## src/design/ppdt_pkg.sv

```systemverilog
`timescale 1ns / 1ps
`default_nettype none

package ppdt_pkg;

    // Store geometry: pixel fields, quotient search and dimension registers are sized for it
    localparam int MAX_WIDTH  = 512;
    localparam int MAX_HEIGHT = 512;

    // Field and datapath widths
    localparam int LANE_W  = 20;              // one packed Q10.10 / Q1.18 component
    localparam int OFF_W   = LANE_W + 1;      // point minus origin
    localparam int DOT_W   = 43;              // Q.28 dot product
    localparam int SPLIT   = 22;              // low half of a dot product as a multiplier operand
    localparam int MUL_A_W = 23;
    localparam int MUL_B_W = 22;
    localparam int PROD_W  = MUL_A_W + MUL_B_W;
    localparam int ACC_W   = 66;              // projection numerator and remainder
    localparam int Q_W     = 11;              // pixel quotient, one guard bit above 1023
    localparam int DIM_W   = 10;              // image width and height registers
    localparam int CFG_W   = 60;
    localparam int FS_W    = 20;
    localparam int STEP_W  = 6;
    localparam int DQ_SHIFT = 18;             // Q.28 to Q14.10
    localparam int DIV_PRE  = 19;             // 512 * 2^10: top divisor of the quotient search
    localparam logic [STEP_W-1:0] LAST_STEP = 6'd41;

    localparam logic OP_RENDER = 1'b0;
    localparam logic OP_CLEAR  = 1'b1;

    typedef enum logic [2:0] {
        REG_CAM_ORIGIN   = 3'd0,
        REG_AXIS_FORWARD = 3'd1,
        REG_AXIS_RIGHT   = 3'd2,
        REG_AXIS_UP      = 3'd3,
        REG_FOCAL_SCALE  = 3'd4,
        REG_IMAGE_WIDTH  = 3'd5,
        REG_IMAGE_HEIGHT = 3'd6
    } ppdt_reg_t;

    typedef struct packed {
        logic               op;
        logic signed [19:0] point_x;
        logic signed [19:0] point_y;
        logic signed [19:0] point_z;
        logic [23:0]        colour;
    } ppdt_in_t;

    typedef struct packed {
        logic [8:0]  pixel_x;
        logic [8:0]  pixel_y;
        logic [23:0] pixel_depth;
        logic [23:0] pixel_colour;
    } ppdt_out_t;

    typedef enum logic [2:0] {
        S_CLEAR,
        S_IDLE,
        S_CALC,
        S_CHECK,
        S_TEST
    } ppdt_state_t;

    typedef enum logic [3:0] {
        A_OFF0, A_OFF1, A_OFF2,
        A_DLO, A_DHI, A_RLO, A_RHI, A_ULO, A_UHI
    } ppdt_asel_t;

    typedef enum logic [3:0] {
        B_F0, B_F1, B_F2,
        B_R0, B_R1, B_R2,
        B_U0, B_U1, B_U2,
        B_WP1, B_HP1, B_FS
    } ppdt_bsel_t;

    typedef enum logic [1:0] {
        DST_D, DST_R, DST_U, DST_T
    } ppdt_dst_t;

    typedef struct packed {
        logic       load;
        logic       mul_en;
        ppdt_asel_t a_sel;
        ppdt_bsel_t b_sel;
        ppdt_dst_t  dst;
        logic       clr;
        logic       neg;
        logic [4:0] sh;
        logic       div_init;
        logic       div_step;
        logic       save_x;
        logic       save_y;
    } ppdt_cmd_t;

    typedef struct packed {
        logic           d_pos;
        logic           x_neg;
        logic           y_neg;
        logic [Q_W-1:0] qx;
        logic [Q_W-1:0] qy;
    } ppdt_stat_t;

    typedef struct packed {
        logic rd_en;
        logic wr_en;
        logic wr_clear;
    } ppdt_mem_ctl_t;

    function automatic ppdt_cmd_t mac_op(input ppdt_asel_t a, input ppdt_bsel_t b,
                                         input ppdt_dst_t dst, input logic clr,
                                         input logic neg, input logic [4:0] sh);
        ppdt_cmd_t c;
        c        = '0;
        c.mul_en = 1'b1;
        c.a_sel  = a;
        c.b_sel  = b;
        c.dst    = dst;
        c.clr    = clr;
        c.neg    = neg;
        c.sh     = sh;
        return c;
    endfunction

    // Microprogram: dot products, horizontal numerator and quotient search,
    // then the vertical numerator and quotient search.
    function automatic ppdt_cmd_t ppdt_ucode(input logic [STEP_W-1:0] step);
        ppdt_cmd_t c;
        c = '0;
        unique case (step) inside
            6'd0:  c = mac_op(A_OFF0, B_F0, DST_D, 1'b1, 1'b0, 5'd0);
            6'd1:  c = mac_op(A_OFF1, B_F1, DST_D, 1'b0, 1'b0, 5'd0);
            6'd2:  c = mac_op(A_OFF2, B_F2, DST_D, 1'b0, 1'b0, 5'd0);
            6'd3:  c = mac_op(A_OFF0, B_R0, DST_R, 1'b1, 1'b0, 5'd0);
            6'd4:  c = mac_op(A_OFF1, B_R1, DST_R, 1'b0, 1'b0, 5'd0);
            6'd5:  c = mac_op(A_OFF2, B_R2, DST_R, 1'b0, 1'b0, 5'd0);
            6'd6:  c = mac_op(A_OFF0, B_U0, DST_U, 1'b1, 1'b0, 5'd0);
            6'd7:  c = mac_op(A_OFF1, B_U1, DST_U, 1'b0, 1'b0, 5'd0);
            6'd8:  c = mac_op(A_OFF2, B_U2, DST_U, 1'b0, 1'b0, 5'd0);
            6'd9:  c = mac_op(A_DLO, B_WP1, DST_T, 1'b1, 1'b0, 5'd8);
            6'd10: c = mac_op(A_DHI, B_WP1, DST_T, 1'b0, 1'b0, 5'd30);
            6'd11: c = mac_op(A_RLO, B_FS, DST_T, 1'b0, 1'b1, 5'd1);
            6'd12: c = mac_op(A_RHI, B_FS, DST_T, 1'b0, 1'b1, 5'd23);
            6'd13, 6'd29: c.div_init = 1'b1;
            [6'd14:6'd24], [6'd30:6'd40]: c.div_step = 1'b1;
            6'd25: begin
                c        = mac_op(A_DLO, B_HP1, DST_T, 1'b1, 1'b0, 5'd8);
                c.save_x = 1'b1;
            end
            6'd26: c = mac_op(A_DHI, B_HP1, DST_T, 1'b0, 1'b0, 5'd30);
            6'd27: c = mac_op(A_ULO, B_FS, DST_T, 1'b0, 1'b0, 5'd1);
            6'd28: c = mac_op(A_UHI, B_FS, DST_T, 1'b0, 1'b0, 5'd23);
            6'd41: c.save_y = 1'b1;
            default: c = '0;
        endcase
        return c;
    endfunction

endpackage

`default_nettype wire

```

## src/design/ppdt_arith.sv

```systemverilog
`timescale 1ns / 1ps
`default_nettype none

module ppdt_arith import ppdt_pkg::*; #(
    parameter int DEPTH_BITS = 24
) (
    input  wire logic                  clk,
    input  wire logic                  rst_n,
    input  wire ppdt_cmd_t             cmd,
    input  wire ppdt_in_t              point,
    input  wire logic [CFG_W-1:0]      cam_origin,
    input  wire logic [CFG_W-1:0]      axis_forward,
    input  wire logic [CFG_W-1:0]      axis_right,
    input  wire logic [CFG_W-1:0]      axis_up,
    input  wire logic [FS_W-1:0]       focal_scale,
    input  wire logic [DIM_W-1:0]      width_used,
    input  wire logic [DIM_W-1:0]      height_used,
    output ppdt_stat_t                 stat,
    output logic [DEPTH_BITS-1:0]      depth_q
);

    localparam int DQ_W = DOT_W - DQ_SHIFT;
    localparam int CMP_W = (DQ_W > DEPTH_BITS) ? DQ_W : DEPTH_BITS;
    localparam logic [CMP_W-1:0] DEPTH_MAX_C = CMP_W'({DEPTH_BITS{1'b1}});

    logic signed [OFF_W-1:0]   off_reg [3];
    logic signed [DOT_W-1:0]   d_reg, r_reg, u_reg;
    logic signed [ACC_W-1:0]   t_reg, dv_reg;
    logic signed [PROD_W-1:0]  prod_reg;
    ppdt_cmd_t                 pcmd_reg;
    logic                      acc_en_reg;
    logic [Q_W-1:0]            q_reg, qx_reg, qy_reg;
    logic                      x_neg_reg, y_neg_reg;

    logic signed [MUL_A_W-1:0] a_op;
    logic signed [MUL_B_W-1:0] b_op;
    logic [DIM_W:0]            wp1, hp1;
    logic signed [ACC_W-1:0]   base, shifted, sum;
    logic                      ge;
    logic [DOT_W-1:0]          d_round;
    logic [CMP_W-1:0]          dq_c;

    assign wp1 = {1'b0, width_used} + 11'd1;
    assign hp1 = {1'b0, height_used} + 11'd1;

    always_comb
    begin
        unique case (cmd.a_sel)
            A_OFF0:  a_op = MUL_A_W'(off_reg[0]);
            A_OFF1:  a_op = MUL_A_W'(off_reg[1]);
            A_OFF2:  a_op = MUL_A_W'(off_reg[2]);
            A_DLO:   a_op = {1'b0, d_reg[SPLIT-1:0]};
            A_DHI:   a_op = MUL_A_W'($signed(d_reg[DOT_W-1:SPLIT]));
            A_RLO:   a_op = {1'b0, r_reg[SPLIT-1:0]};
            A_RHI:   a_op = MUL_A_W'($signed(r_reg[DOT_W-1:SPLIT]));
            A_ULO:   a_op = {1'b0, u_reg[SPLIT-1:0]};
            A_UHI:   a_op = MUL_A_W'($signed(u_reg[DOT_W-1:SPLIT]));
            default: a_op = '0;
        endcase
        unique case (cmd.b_sel)
            B_F0:    b_op = MUL_B_W'($signed(axis_forward[19:0]));
            B_F1:    b_op = MUL_B_W'($signed(axis_forward[39:20]));
            B_F2:    b_op = MUL_B_W'($signed(axis_forward[59:40]));
            B_R0:    b_op = MUL_B_W'($signed(axis_right[19:0]));
            B_R1:    b_op = MUL_B_W'($signed(axis_right[39:20]));
            B_R2:    b_op = MUL_B_W'($signed(axis_right[59:40]));
            B_U0:    b_op = MUL_B_W'($signed(axis_up[19:0]));
            B_U1:    b_op = MUL_B_W'($signed(axis_up[39:20]));
            B_U2:    b_op = MUL_B_W'($signed(axis_up[59:40]));
            B_WP1:   b_op = $signed({11'b0, wp1});
            B_HP1:   b_op = $signed({11'b0, hp1});
            B_FS:    b_op = $signed({2'b0, focal_scale});
            default: b_op = '0;
        endcase
    end

    // accumulate the registered product in the cycle after it is formed
    always_comb
    begin
        unique case (pcmd_reg.dst)
            DST_D:   base = ACC_W'(d_reg);
            DST_R:   base = ACC_W'(r_reg);
            DST_U:   base = ACC_W'(u_reg);
            default: base = t_reg;
        endcase
        shifted = ACC_W'(prod_reg) <<< pcmd_reg.sh;
        sum = (pcmd_reg.clr ? '0 : base) + (pcmd_reg.neg ? -shifted : shifted);
    end

    assign ge = (t_reg >= dv_reg);

    always_ff @(posedge clk or negedge rst_n)
    begin
        if (!rst_n)
        begin
            acc_en_reg <= 1'b0;
        end
        else
        begin
            acc_en_reg <= cmd.mul_en;
        end
    end

    always_ff @(posedge clk)
    begin
        if (cmd.load)
        begin
            off_reg[0] <= OFF_W'(point.point_x) - OFF_W'($signed(cam_origin[19:0]));
            off_reg[1] <= OFF_W'(point.point_y) - OFF_W'($signed(cam_origin[39:20]));
            off_reg[2] <= OFF_W'(point.point_z) - OFF_W'($signed(cam_origin[59:40]));
        end
        prod_reg <= a_op * b_op;
        pcmd_reg <= cmd;
        if (acc_en_reg)
        begin
            unique case (pcmd_reg.dst)
                DST_D:   d_reg <= sum[DOT_W-1:0];
                DST_R:   r_reg <= sum[DOT_W-1:0];
                DST_U:   u_reg <= sum[DOT_W-1:0];
                default: t_reg <= sum;
            endcase
        end
        else if (cmd.div_step && ge)
        begin
            t_reg <= t_reg - dv_reg;
        end
        if (cmd.div_init)
        begin
            dv_reg <= $signed(ACC_W'({d_reg, {DIV_PRE{1'b0}}}));
            q_reg  <= '0;
        end
        else if (cmd.div_step)
        begin
            dv_reg <= dv_reg >>> 1;
            q_reg  <= {q_reg[Q_W-2:0], ge};
        end
        // a negative numerator never passes a compare, so its sign survives the search
        if (cmd.save_x)
        begin
            qx_reg    <= q_reg;
            x_neg_reg <= t_reg[ACC_W-1];
        end
        if (cmd.save_y)
        begin
            qy_reg    <= q_reg;
            y_neg_reg <= t_reg[ACC_W-1];
        end
    end

    assign d_round = d_reg + DOT_W'(1 << (DQ_SHIFT - 1));
    assign dq_c    = CMP_W'(d_round[DOT_W-1:DQ_SHIFT]);
    assign depth_q = (dq_c > DEPTH_MAX_C) ? {DEPTH_BITS{1'b1}} : dq_c[DEPTH_BITS-1:0];

    assign stat.d_pos = !d_reg[DOT_W-1] && (|d_reg);
    assign stat.x_neg = x_neg_reg;
    assign stat.y_neg = y_neg_reg;
    assign stat.qx    = qx_reg;
    assign stat.qy    = qy_reg;

endmodule

`default_nettype wire

```

## config.mk

```make
export PLATFORM = sky130hd
export DESIGN_NAME = ppdt_arith
export DESIGN_NICKNAME = d
export VERILOG_FILES = /design/src/design/ppdt_pkg.sv /design/src/design/ppdt_arith.sv
export SDC_FILE = /design/constraint.sdc
export NUM_CORES = 2
export LEC_CHECK = 0
export BUFFER_PORTS_ARGS = -buffer_cell sky130_fd_sc_hd__buf_2
export CORE_ASPECT_RATIO = 0.9
export CORE_MARGIN = 4
export CORE_UTILIZATION = 40
export CTS_CLUSTER_SIZE = 25
export DETAILED_ROUTE_END_ITERATION = 6
export PLACE_DENSITY_LB_ADDON = 0.15
export SYNTH_ARGS = -nofsm -noshare
export SYNTH_HDL_FRONTEND = slang
export SYNTH_SLANG_ARGS = --single-unit
```

## constraint.sdc

```tcl
create_clock -name clk -period 11.25 [get_ports clk]
set_clock_uncertainty 0.05 [all_clocks]
set_input_delay 2.25 -clock clk [delete_from_list [all_inputs] [get_ports clk]]
set_output_delay 2.25 -clock clk [all_outputs]
set_load 0.05 [all_outputs]
```

==> out/qor.txt <==
Max H-tree Level: 2
CP Launch Type: input pin
Post-synth ARST share: 0.244%
Deepest clock path buffer count: 3
Largest net degree at the start of global routing: 76
Worst EP required: 11750 ps
Switching power total: 7790 uW
Worst Hold Class: flip-flop to flip-flop
Area Growth Syn to Fin: 13.3%
HPWL Detailed: 153000 um
Critical path's slowest cell: a221oi_1
Max-cap violation count: 0
Fillers: 12792
FF-to-FF setup slack: 2130 ps
Routed Antenna Nets: 0
Initial cell density of the core: 40.4%
DR WL/cell: 23.2 um
Arr. time, crit path: 11270 ps
1st-iter DRT viols: 4268
Status: finished with violations
LEAKAGE: 0.0265 uW
Vias in the first global route: 44169
Max VDD drop: 0.388 mV
Worst reg2reg path endpoint: prod_reg[44]$_DFF_P_
Die area: 137000 um^2
Clk sinks: 410
Mapped cell area: 52400 um^2
Layout cells sized above 1: 14.8%
Yosys top cell area share: 19.8%
Chip Height: 351 um
Nets: 7479
Most used DFF post-synth: edfxtp_1
CTS tree: built
Worst-Margin Slew: 1440 ps
Max reg flops: 66
Worst hold slack: 423 ps
Most frequent cell after synthesis: inv_1
Clk Latency, worst-skew pair: 640 ps
Failing checks: design-rule violations
Final period utilization: 95.7%
Slew Viols, Final: 0
Sequential power share: 16.4%
Critical path class: input pin to flip-flop
Overflow after GRT: 0
Total CTS buffers: 44
Die Width: 389 um
First-pass GRT wire length: 278000 um
Worst hold endpoint: qx_reg[10]$_DFFE_PP_
Yosys Warn Count: 0
All-Layer GR Usage: 26.8%
#FFs+latches synth: 410
Final setup TNS: 0 ps
Relative slew margins: 4.22%
CORE AREA: 129000 um^2
IO Port Bufs: 413
Post-DP Area: 57800 um^2
Setup crit end kind: flip-flop
Final setup viols: 0
Avg Vias per Cell: 5.59
Routability congestion estimate: 0.950
Crit path max fanout: 8
Synth area leader: fa_1
Worst r2r src: d_reg[27]$_DFFE_PP_
Initial DRT Pass Iterations: 7
DRC viols: 4
Post-synth cell types: 90
Initial antenna violation count: 31
Synth area leaders: fa_1, edfxtp_1, ha_1, inv_1, nand2_1
Total Wirelength: 186000 um
Combinational share of power: 74.2%
Fmax: 92.9 MHz
Std-Cell Rows: 125
Ports: 439
Top post-synthesis cells by count: inv_1, nand2_1, fa_1, nor2_1, ha_1
Clk pwr share: 9.4%
Worst min-delay path startpoint: q_reg[10]$_SDFFE_PP0P_
Vias: 44700
Hold depth: 0
Fin crit period: 10770 ps
Final Cell Area: 59300 um^2
Cell at the root of the clock tree: clkbuf_16
P_int: 8090 uW
Power, Total: 15900 uW
Worst Reg-to-Reg Cells: 33
Final hold viol count: 0
Max incr delay on CP: 1120 ps
Pwr/cell area: 268 nW/um^2
Post-synthesis cell count: 5828
Clock Pin Slew Worst Setup and Hold Paths: 60 ps
Switching Fraction: 49.0%
Syn_nets: 7072
Post-synth EDFFs: 325
RSZ-0062 raised after global routing: false
Sequential area share after synthesis: 21.9%
Mean Syn Cell Area: 8.99 um^2
CTS Hold Buffers Added: 0
[timing repair]
item	4_1_cts	5_1_grt
buffers inserted	0	0
endpoints found under the setup margin	0	2
gates resized for setup	0	3
[worst max-delay path: cells and delay by family]
kind                       cells  cell delay [ps]
AOI/OAI and AO/OA             12             3220
xor gates and xnor gates       1              140
buffers and inverters         12             1250
and+or+nand+nor                4              670
adders and majority gates      8             3740
[metrics by stage]
| step | instances | worst slack (ps) | util (%) |
|---|---|---|---|
| floorplan | 5828 | 169 | - |
| global placement | 7903 | -186 | 44.7 |
| detailed placement | 7903 | -190 | 44.7 |
| CTS | 7985 | 435 | 45.8 |
| global route | 7992 | 18.9 | 45.8 |
| finish | 7995 | 485 | 45.8 |
[power by group through the flow]
stage                     logic, uW  registers, uW  clock network [uW]
after floorplan                8140           2380                   0
after global placement        11600           2610                   0
after detailed placement      11700           2610                   0
after CTS                     11800           2580                1520
after global routing          13300           2620                1580
final                         11800           2610                1490
[layout by cell type (no fill, tap or decap), types with 18 or more instances in the layout]
cell type  Yosys  routed
a221oi_1      46      46
xnor2_1      187     187
o21bai_1      30      30
a21o_1       140     140
a211oi_1      24      23
buf_12         2      33
mux2i_1      123     123
xor2_1       119     119
nand4_1       44      44
o22ai_1       24      18
buf_4          4     216
mux2_2        38      38
inv_1        844     844
nand2b_1      40      40
nor2b_1      112     111
nor2_1       381     379
a22oi_1      112     112
mux4_2        76      76
clkbuf_16      0      45
and3_1        44      44
nor3_1        68      57
and2_1        66      66
nand2_1      731     731
a21boi_0      29      29
o21a_1        48      48
dfxtp_1       84      76
buf_2         14     411
o21ai_0      278     277
edfxtp_1     325     325
a21oi_1      235     235
or2_2         22      22
ha_1         335     335
a22o_1        29      29
or3_1         18      18
fa_1         519     519
nand3_1       86      86
a31oi_1       28      28
[final cells by class]
class	instances	area, um^2	share of cell area (%)
multi-input cells	4274	36700	61.9
repair buffers	660	4340	7.31
inverters	845	3170	5.35
diodes	10	25.0	0.0422
flip-flops and latches	410	11500	19.4
clock buffers	58	1190	2.01
well taps	1714	2140	3.62
clock inverters	24	253	0.426
[cells by family after synthesis]
logic type      synth area share [%]
simple gates                    14.4
compound gates                  15.1
buf+inv                         8.34
fa+ha+maj                       27.8
flops                           21.9
xor+xnor                        5.12
mux                             7.29
[worst max-delay path by stage]
stage               startpoint                   end  slack, ps  depth (start not counted)
finish                 cmd[16]  prod_reg[41]$_DFF_P_        480                         37
global route           cmd[16]  prod_reg[41]$_DFF_P_         20                         37
CTS                    cmd[15]  prod_reg[44]$_DFF_P_        430                         38
detailed placement     cmd[18]  prod_reg[44]$_DFF_P_       -190                         35
global placement       cmd[15]  prod_reg[44]$_DFF_P_       -190                         38
floorplan              cmd[15]  prod_reg[41]$_DFF_P_        170                         37
[routing by layer]
metal	track usage (%)	part of all wire (%)	vias to the layer above
li1	-	-	20632
met5	0	0.10	-
met1	38.6	45	22006
met2	40.3	43	1796
met4	5.77	2.4	30
met3	7.28	10	236
No activity file was read; power rests on OpenSTA's default activity.
